## src/rtl/hsv_pkg.sv

```systemverilog
// Shared types and fixed-point constants for the HSV to RGB converter.
`default_nettype none

package hsv_pkg;

   localparam int HUE_WIDTH  = 16;
   localparam int UNIT_WIDTH = 8;

   typedef logic [HUE_WIDTH-1:0]  hue_type;
   typedef logic [UNIT_WIDTH-1:0] unit_type;

   // One full unit of hue fraction and of 8-bit intensity.
   localparam logic [16:0] FRAC_ONE  = 17'h10000;
   localparam logic [7:0]  UNIT_MAX  = 8'd255;
   localparam logic [15:0] UNIT_HALF = 16'd127;

   // Joint denominator 255 * 65536 and its half, for round half up.
   localparam logic [23:0] DEN_FULL = 24'd16711680;
   localparam logic [31:0] DEN_HALF = 32'd8355840;

   // Exact reciprocal of 255 for any 16-bit dividend: (x * 0x8081) >> 23.
   localparam logic [15:0] RECIP_255   = 16'h8081;
   localparam int          RECIP_SHIFT = 23;

   // Sixth of the hue circle that the color falls in.
   typedef enum logic [2:0] {
      SECTOR_RED_YELLOW    = 3'd0,
      SECTOR_YELLOW_GREEN  = 3'd1,
      SECTOR_GREEN_CYAN    = 3'd2,
      SECTOR_CYAN_BLUE     = 3'd3,
      SECTOR_BLUE_MAGENTA  = 3'd4,
      SECTOR_MAGENTA_RED   = 3'd5
   } sector_type;

endpackage

`default_nettype wire

```

## src/rtl/hsv_req_if.sv

```systemverilog
// Input channel carrying one HSV color per item.
`default_nettype none

interface hsv_req_if;
   logic              valid;
   logic              ready;
   hsv_pkg::hue_type  hue;
   hsv_pkg::unit_type saturation;
   hsv_pkg::unit_type brightness;

   modport source (output valid, output hue, output saturation, output brightness,
                   input ready);
   modport sink   (input valid, input hue, input saturation, input brightness,
                   output ready);
endinterface

`default_nettype wire

```

## src/rtl/hsv_rsp_if.sv

```systemverilog
// Result channel carrying one RGB color per item.
`default_nettype none

interface hsv_rsp_if;
   logic              valid;
   logic              ready;
   hsv_pkg::unit_type red;
   hsv_pkg::unit_type green;
   hsv_pkg::unit_type blue;

   modport source (output valid, output red, output green, output blue, input ready);
   modport sink   (input valid, input red, input green, input blue, output ready);
endinterface

`default_nettype wire

```

## src/rtl/hsv_to_rgb_converter.sv

```systemverilog
// HSV to RGB color converter: five-stage pipeline with valid/ready handshakes.
//
// Usage: each item on req_port carries hue (unsigned Q0.16 fraction of a turn),
// saturation and brightness (8-bit fractions, 255 is 1.0). Each accepted item
// produces exactly one item on rsp_port with red, green and blue rounded to 8 bits.
// Items leave in the order they arrived.
//
// Results are registered in stages one to five. Throughput is one item per clock
// while rsp_port.ready stays high: every stage holds a valid bit that travels
// with its data, so a new item can enter in every cycle. The depth is set by
// the multiply chain: hue times six, saturation times fraction, brightness times
// the complement, then an exact reciprocal multiply that divides by 255.
//
// When the receiver stalls, the result stays in the output register and each
// stage keeps its item; empty stages still fill, so up to five items are held
// before req_port.ready drops. Nothing is lost or repeated.
//
// Reset is synchronous and active high. It clears every valid bit, so the
// pipeline comes up empty and ready to accept an item in the next cycle.
`default_nettype none

module hsv_to_rgb_converter (
   input  wire        clock,
   input  wire        reset,
   hsv_req_if.sink    req_port,
   hsv_rsp_if.source  rsp_port
);

   // Stage 1: sector and hue fraction from hue times six.
   logic                 s1_valid_ff;
   hsv_pkg::sector_type  s1_sector_ff, s1_sector_in;
   logic [15:0]          s1_frac_ff, s1_frac_in;
   hsv_pkg::unit_type    s1_sat_ff, s1_val_ff;
   logic [18:0]          hue_x6;

   // Stage 2: saturation products.
   logic                 s2_valid_ff;
   hsv_pkg::sector_type  s2_sector_ff;
   hsv_pkg::unit_type    s2_val_ff;
   logic                 s2_grey_ff;
   logic [23:0]          s2_sf_ff, s2_sf_in;
   logic [23:0]          s2_sg_ff, s2_sg_in;
   logic [15:0]          s2_pprod_ff, s2_pprod_in;
   logic [16:0]          frac_comp;

   // Stage 3: brightness times the complements.
   logic                 s3_valid_ff;
   hsv_pkg::sector_type  s3_sector_ff;
   hsv_pkg::unit_type    s3_val_ff;
   logic                 s3_grey_ff;
   logic [31:0]          s3_qprod_ff, s3_qprod_in;
   logic [31:0]          s3_tprod_ff, s3_tprod_in;
   logic [15:0]          s3_pnum_ff, s3_pnum_in;

   // Stage 4: rounding and reciprocal multiply by 1/255.
   logic                 s4_valid_ff;
   hsv_pkg::sector_type  s4_sector_ff;
   hsv_pkg::unit_type    s4_val_ff;
   logic                 s4_grey_ff;
   logic [31:0]          s4_qmul_ff, s4_qmul_in;
   logic [31:0]          s4_tmul_ff, s4_tmul_in;
   logic [31:0]          s4_pmul_ff, s4_pmul_in;
   logic [31:0]          qsum, tsum;

   // Stage 5: sector mapping into the output register.
   logic                 out_valid_ff;
   hsv_pkg::unit_type    out_red_ff, out_red_in;
   hsv_pkg::unit_type    out_green_ff, out_green_in;
   hsv_pkg::unit_type    out_blue_ff, out_blue_in;
   hsv_pkg::unit_type    out_val_ff;
   hsv_pkg::unit_type    p_chan, q_chan, t_chan;

   // A stage takes new data when it is empty or its item moves on.
   logic out_ready, s4_ready, s3_ready, s2_ready, s1_ready;

   assign out_ready = !out_valid_ff || rsp_port.ready;
   assign s4_ready  = !s4_valid_ff  || out_ready;
   assign s3_ready  = !s3_valid_ff  || s4_ready;
   assign s2_ready  = !s2_valid_ff  || s3_ready;
   assign s1_ready  = !s1_valid_ff  || s2_ready;

   assign req_port.ready = s1_ready;

   always_ff @(posedge clock) begin
      if (reset) begin
         s1_valid_ff  <= 1'b0;
         s2_valid_ff  <= 1'b0;
         s3_valid_ff  <= 1'b0;
         s4_valid_ff  <= 1'b0;
         out_valid_ff <= 1'b0;
      end else begin
         if (s1_ready) begin
            s1_valid_ff <= req_port.valid;
         end
         if (s2_ready) begin
            s2_valid_ff <= s1_valid_ff;
         end
         if (s3_ready) begin
            s3_valid_ff <= s2_valid_ff;
         end
         if (s4_ready) begin
            s4_valid_ff <= s3_valid_ff;
         end
         if (out_ready) begin
            out_valid_ff <= s4_valid_ff;
         end
      end
   end

   // Stage 1. Hue times six is two shifted adds; the top three bits are the
   // sector and the low sixteen the position inside it.
   assign hue_x6       = ({3'b000, req_port.hue} << 2) + ({3'b000, req_port.hue} << 1);
   assign s1_sector_in = hsv_pkg::sector_type'(hue_x6[18:16]);
   assign s1_frac_in   = hue_x6[15:0];

   always_ff @(posedge clock) begin
      if (s1_ready) begin
         s1_sector_ff <= s1_sector_in;
         s1_frac_ff   <= s1_frac_in;
         s1_sat_ff    <= req_port.saturation;
         s1_val_ff    <= req_port.brightness;
      end
   end

   // Stage 2. S*f for q, S*(1-f) for t and V*(1-S) for p. S*(1-f) never
   // exceeds the joint denominator, so 24 bits hold it.
   assign frac_comp   = hsv_pkg::FRAC_ONE - {1'b0, s1_frac_ff};
   assign s2_sf_in    = 24'(s1_sat_ff * s1_frac_ff);
   assign s2_sg_in    = 24'(s1_sat_ff * frac_comp);
   assign s2_pprod_in = 16'(s1_val_ff * (hsv_pkg::UNIT_MAX - s1_sat_ff));

   always_ff @(posedge clock) begin
      if (s2_ready) begin
         s2_sector_ff <= s1_sector_ff;
         s2_val_ff    <= s1_val_ff;
         s2_grey_ff   <= (s1_sat_ff == '0);
         s2_sf_ff     <= s2_sf_in;
         s2_sg_ff     <= s2_sg_in;
         s2_pprod_ff  <= s2_pprod_in;
      end
   end

   // Stage 3. The numerators before rounding stay below 2^32.
   assign s3_qprod_in = 32'(s2_val_ff * (hsv_pkg::DEN_FULL - s2_sf_ff));
   assign s3_tprod_in = 32'(s2_val_ff * (hsv_pkg::DEN_FULL - s2_sg_ff));
   assign s3_pnum_in  = s2_pprod_ff + hsv_pkg::UNIT_HALF;

   always_ff @(posedge clock) begin
      if (s3_ready) begin
         s3_sector_ff <= s2_sector_ff;
         s3_val_ff    <= s2_val_ff;
         s3_grey_ff   <= s2_grey_ff;
         s3_qprod_ff  <= s3_qprod_in;
         s3_tprod_ff  <= s3_tprod_in;
         s3_pnum_ff   <= s3_pnum_in;
      end
   end

   // Stage 4. Dividing by 255 * 65536 is a 16-bit shift followed by an
   // exact divide by 255 done as a reciprocal multiply.
   assign qsum       = s3_qprod_ff + hsv_pkg::DEN_HALF;
   assign tsum       = s3_tprod_ff + hsv_pkg::DEN_HALF;
   assign s4_qmul_in = qsum[31:16] * hsv_pkg::RECIP_255;
   assign s4_tmul_in = tsum[31:16] * hsv_pkg::RECIP_255;
   assign s4_pmul_in = s3_pnum_ff * hsv_pkg::RECIP_255;

   always_ff @(posedge clock) begin
      if (s4_ready) begin
         s4_sector_ff <= s3_sector_ff;
         s4_val_ff    <= s3_val_ff;
         s4_grey_ff   <= s3_grey_ff;
         s4_qmul_ff   <= s4_qmul_in;
         s4_tmul_ff   <= s4_tmul_in;
         s4_pmul_ff   <= s4_pmul_in;
      end
   end

   // Stage 5. Quotients never exceed 255, so eight bits above the shift hold them.
   assign p_chan = s4_pmul_ff[hsv_pkg::RECIP_SHIFT +: 8];
   assign q_chan = s4_qmul_ff[hsv_pkg::RECIP_SHIFT +: 8];
   assign t_chan = s4_tmul_ff[hsv_pkg::RECIP_SHIFT +: 8];

   always_comb begin
      out_red_in   = s4_val_ff;
      out_green_in = s4_val_ff;
      out_blue_in  = s4_val_ff;
      if (!s4_grey_ff) begin
         unique case (s4_sector_ff)
            hsv_pkg::SECTOR_RED_YELLOW: begin
               out_red_in = s4_val_ff; out_green_in = t_chan; out_blue_in = p_chan;
            end
            hsv_pkg::SECTOR_YELLOW_GREEN: begin
               out_red_in = q_chan; out_green_in = s4_val_ff; out_blue_in = p_chan;
            end
            hsv_pkg::SECTOR_GREEN_CYAN: begin
               out_red_in = p_chan; out_green_in = s4_val_ff; out_blue_in = t_chan;
            end
            hsv_pkg::SECTOR_CYAN_BLUE: begin
               out_red_in = p_chan; out_green_in = q_chan; out_blue_in = s4_val_ff;
            end
            hsv_pkg::SECTOR_BLUE_MAGENTA: begin
               out_red_in = t_chan; out_green_in = p_chan; out_blue_in = s4_val_ff;
            end
            default: begin
               out_red_in = s4_val_ff; out_green_in = p_chan; out_blue_in = q_chan;
            end
         endcase
      end
   end

   always_ff @(posedge clock) begin
      if (out_ready) begin
         out_red_ff   <= out_red_in;
         out_green_ff <= out_green_in;
         out_blue_ff  <= out_blue_in;
         out_val_ff   <= s4_val_ff;
      end
   end

   assign rsp_port.valid = out_valid_ff;
   assign rsp_port.red   = out_red_ff;
   assign rsp_port.green = out_green_ff;
   assign rsp_port.blue  = out_blue_ff;

   // The pipeline comes out of reset empty.
   a_reset_empty: assert property (@(posedge clock) reset |=> !rsp_port.valid)
      else $error("result valid right after reset");

   // The sector mapping always routes brightness to at least one channel.
   a_value_routed: assert property (@(posedge clock) disable iff (reset)
      out_valid_ff |-> (out_red_ff == out_val_ff) || (out_green_ff == out_val_ff)
                       || (out_blue_ff == out_val_ff))
      else $error("no channel carries the brightness");

   // p, q and t never exceed brightness.
   a_bounded: assert property (@(posedge clock) disable iff (reset)
      out_valid_ff |-> (out_red_ff <= out_val_ff) && (out_green_ff <= out_val_ff)
                       && (out_blue_ff <= out_val_ff))
      else $error("channel above brightness");

   // Stage four, when stalled, never drops its item.
   a_stall_holds: assert property (@(posedge clock) disable iff (reset)
      (s4_valid_ff && !out_ready) |=> s4_valid_ff)
      else $error("stage four lost an item under stall");

endmodule

`default_nettype wire

```

## src/flat_wrapper.sv

```systemverilog
// flat-port wrapper written by rule: the top's interface ports become plain ports
module hsv_to_rgb_converter_flat 
  (clock, reset, req_port_valid, req_port_hue, req_port_saturation, req_port_brightness, req_port_ready, rsp_port_valid, rsp_port_red, rsp_port_green, rsp_port_blue, rsp_port_ready);
  hsv_req_if req_port_i ();
  hsv_rsp_if rsp_port_i ();
  input  wire clock;
  input  wire reset;
  input wire logic [$bits(req_port_i.valid)-1:0] req_port_valid;
  input wire logic [$bits(req_port_i.hue)-1:0] req_port_hue;
  input wire logic [$bits(req_port_i.saturation)-1:0] req_port_saturation;
  input wire logic [$bits(req_port_i.brightness)-1:0] req_port_brightness;
  output wire logic [$bits(req_port_i.ready)-1:0] req_port_ready;
  output wire logic [$bits(rsp_port_i.valid)-1:0] rsp_port_valid;
  output wire logic [$bits(rsp_port_i.red)-1:0] rsp_port_red;
  output wire logic [$bits(rsp_port_i.green)-1:0] rsp_port_green;
  output wire logic [$bits(rsp_port_i.blue)-1:0] rsp_port_blue;
  input wire logic [$bits(rsp_port_i.ready)-1:0] rsp_port_ready;
  assign req_port_i.valid = req_port_valid;
  assign req_port_i.hue = req_port_hue;
  assign req_port_i.saturation = req_port_saturation;
  assign req_port_i.brightness = req_port_brightness;
  assign req_port_ready = req_port_i.ready;
  assign rsp_port_valid = rsp_port_i.valid;
  assign rsp_port_red = rsp_port_i.red;
  assign rsp_port_green = rsp_port_i.green;
  assign rsp_port_blue = rsp_port_i.blue;
  assign rsp_port_i.ready = rsp_port_ready;
  hsv_to_rgb_converter u_core (.clock(clock), .reset(reset), .req_port(req_port_i), .rsp_port(rsp_port_i));
endmodule
```

## config.mk

```make
export PLATFORM = sky130hd
export DESIGN_NAME = hsv_to_rgb_converter_flat
export DESIGN_NICKNAME = d
export VERILOG_FILES = /design/src/rtl/hsv_pkg.sv /design/src/rtl/hsv_req_if.sv /design/src/rtl/hsv_rsp_if.sv /design/src/rtl/hsv_to_rgb_converter.sv /design/src/flat_wrapper.sv
export SDC_FILE = /design/constraint.sdc
export NUM_CORES = 2
export LEC_CHECK = 0
export BUFFER_PORTS_ARGS = -buffer_cell sky130_fd_sc_hd__clkbuf_2
export CAP_MARGIN = 0
export CORE_ASPECT_RATIO = 2
export CORE_MARGIN = 5
export CORE_UTILIZATION = 23
export CTS_CLUSTER_SIZE = 28
export DETAILED_ROUTE_END_ITERATION = 16
export HOLD_SLACK_MARGIN = 0.12
export SETUP_SLACK_MARGIN = 0.2
export SLEW_MARGIN = 15
export SYNTH_ARGS = -nofsm -noshare
export SYNTH_HDL_FRONTEND = slang
export SYNTH_SLANG_ARGS = --single-unit
```

## constraint.sdc

```tcl
create_clock -name clock -period 18.43 [get_ports clock]
set_input_delay 4.6075 -clock clock [delete_from_list [all_inputs] [get_ports clock]]
set_output_delay 4.6075 -clock clock [all_outputs]
set_load 0.005 [all_outputs]
```

==> flow_summary.toml <==
[layout]
area_delta_synth_final_pct = 10.0
drive_above_1_share_pct = 4.30
fill_cells = 16000
num-nets-final = 4422
final_core_utilization_pct = 25.4

[grt]
grt_pass1_vias = 26700
grt_pass1_wl_mm = 135
antenna_found_initial = 1
overflow = 0
grt_start_max_net_pins = 74
grt.total_usage_pct = 10.4

[worst_setup_path]
crit_path_end_kind = "primary output"
r2r-start = "u_core.s2_sf_ff[4]$_DFFE_PP_"
cp.required_ps = 13820
path_max_fanout = 9
crit_arrival_ps = 5920
worstSetupPathType = "input pin to primary output"
crit_start = "rsp_port_ready"
cp-start-kind = "input pin"

[route]
postRouteAntennaNets = 0
vias_per_cell = 4.36
drtPass1Iterations = 4
dr_total_vias = 23700
drc_errors = 0
drt_wl_total_mm = 81.9
drtIter0Drc = 704
wl_per_cell_um = 15.1

[clocking]
clockBufferDepth = 3
root_buffer = "clkbuf_16"
holdBufCountCts = 0
path_clk_slew_ps = 60
numCtsBuffers = 27
clock_sinks = 234
post_cts_buffers = 0
h-tree-depth = 1
cts_resized = 0
clock_latency_ps = 600
tritoncts = "built"

[floorplan]
die_area_um2 = 159000
die_w_um = 284
core-area_um2 = 150000
row_count = 201
die_h_um = 558
io_pins = 62
start_util_pct = 23.1

[synthesis]
synth_warnings = 0
netlist_area_um2 = 34600
synth_seq_area_share_pct = 20.2
yosysTopAreaCell = "fa_1"
postSynthCellCount = 3478
synth-edff-count = 229
synth.area.top_cells = "fa_1 (28%), edfxtp_1 (20%), ha_1 (15%)"
synth_cell_types = 66
synth_top_area_share_pct = 28.4
async_flop_share_pct = 0
synth.net_count = 4412
syn_area_per_cell_um2 = 9.95
synth.ff_latch_count = 234
ys.flop_type = "edfxtp_1"

[placement]
dp_slack_ps = 7820
hpwl_mm = 67.1
place_congestion = 0.828
portBuffers = 61

[sta]
setup_viol_count_final = 0
relSlewSlack_pct = 21.4
final.min_clock_period_ps = 10530
finClkSkew_ps = 23.0
finalCritPeriodShare_pct = 57.1
tns_ps = 0
slew_viol_final = 0
max_freq_ghz = 0.0950
tightest_slew_ps = 1170
rsz0062_at_grt = "no"
hold_violations = 0
final.setup.worst_slack_ps = 7900

[worst_hold_path]
hp-start = "u_core.s3_val_ff[5]$_DFFE_PP_"
hp-class = "flop to flop"

[job]
drv_cap = 0

[status]
status = "finished, final reports clean"
==> sequential cells by signal (all words and copies together) (netlist names), 15 cells and up <==
| register | count |
|---|---|
| u_core.s2_sg_ff | 23 |
| u_core.s3_tprod_ff | 17 |
| u_core.s3_qprod_ff | 17 |
| u_core.s3_pnum_ff | 16 |
| u_core.s1_frac_ff | 15 |
| u_core.s2_sf_ff | 22 |
| u_core.s2_pprod_ff | 16 |
==> layout make-up <==
class	count	area, um2	area share [%]
Inverter	576	2160	5.68
Antenna cell	1	2.50	0.00658
Timing Repair Buffer	86	493	1.30
Tap cell	1928	2410	6.34
Clock inverter	17	228	0.598
Clock buffer	32	704	1.85
Sequential cell	234	6980	18.3
Multi-Input combinational cell	2563	25100	65.9
==> Yosys cell counts, types with 10 or more instances <==
cell / n
a221oi_1: 14
nor4_1: 12
edfxtp_1: 229
nand2_1: 305
xnor2_1: 140
nor2_1: 118
or3_1: 12
mux2i_1: 38
a21o_1: 35
a211oi_1: 10
a21oi_1: 78
clkbuf_1: 102
o21a_1: 28
nand3_1: 40
ha_1: 408
o21ai_0: 50
nand2b_1: 38
xor2_1: 81
and2_1: 397
nor3_1: 50
nor2b_1: 71
nand4_1: 10
inv_1: 575
fa_1: 490
and3_1: 16
==> cells by family after synthesis <==
family                   count (synthesis)  share of synthesized area, %
AND/OR/NAND/NOR                       1103                          16.7
flip-flops                             234                          20.2
multiplexers                            38                          1.10
XOR/XNOR                               221                          5.60
adder cells (fa/ha/maj)                898                          43.1
AO/OA/AOI/OAI                          303                          5.89
buffers and inverters                  681                          7.39
==> metal layers <==
metal	global-route usage (%)	share of wire, %	up-vias
met5	0	0	-
met4	4.74	4.7	0
met3	0.722	2.0	186
li1	-	-	11200
met2	22.0	59	346
met1	9.85	34	12000
==> path summary, 6_finish.rpt <==
path                                                         end  slack [ps]  cells after the start
worst max-delay path                              req_port_ready        7900                      6
worst min-delay path               u_core.s4_val_ff[5]$_DFFE_PP_         420                      0
worst max register to register  u_core.s3_qprod_ff[30]$_DFFE_PP_       10690                     21
worst min register to register     u_core.s4_val_ff[5]$_DFFE_PP_         420                      0
==> worst max-delay path: stages <==
cell	delay, ps
clkbuf_2	100
nor2b_1	330
and3_1	380
nand3_2	100
buf_4	220
clkbuf_2	160
==> cell usage in the layout, fill, tap and decap left out, drive strengths merged, types with 10 or more instances in the layout <==
cell / instances
a221oi: 14
a21o: 35
nor3: 50
or3: 13
and3: 16
o21ai: 51
clkbuf: 93
nand2: 305
nor2: 118
mux2i: 38
xor2: 81
buf: 25
edfxtp: 229
nand3: 40
nor2b: 71
nor4: 12
and2: 397
ha: 408
xnor2: 140
a211oi: 10
fa: 490
inv: 581
o21a: 28
nand2b: 38
nand4: 10
a21oi: 79
==> metrics by stage <==
step | instance area (um2) | std cells | hold slack (ps)
after floorplan | 34600 | 3478 | 400
after global placement | 37100 | 5387 | 403
after detailed placement | 37100 | 5387 | 405
after CTS | 38000 | 5436 | 422
after global routing | 38100 | 5437 | 423
final | 38100 | 5437 | 421
Power is left out: the tool's default activity adds up to more than one toggle a clock period on the data nets, which glitch-free logic cannot reach.
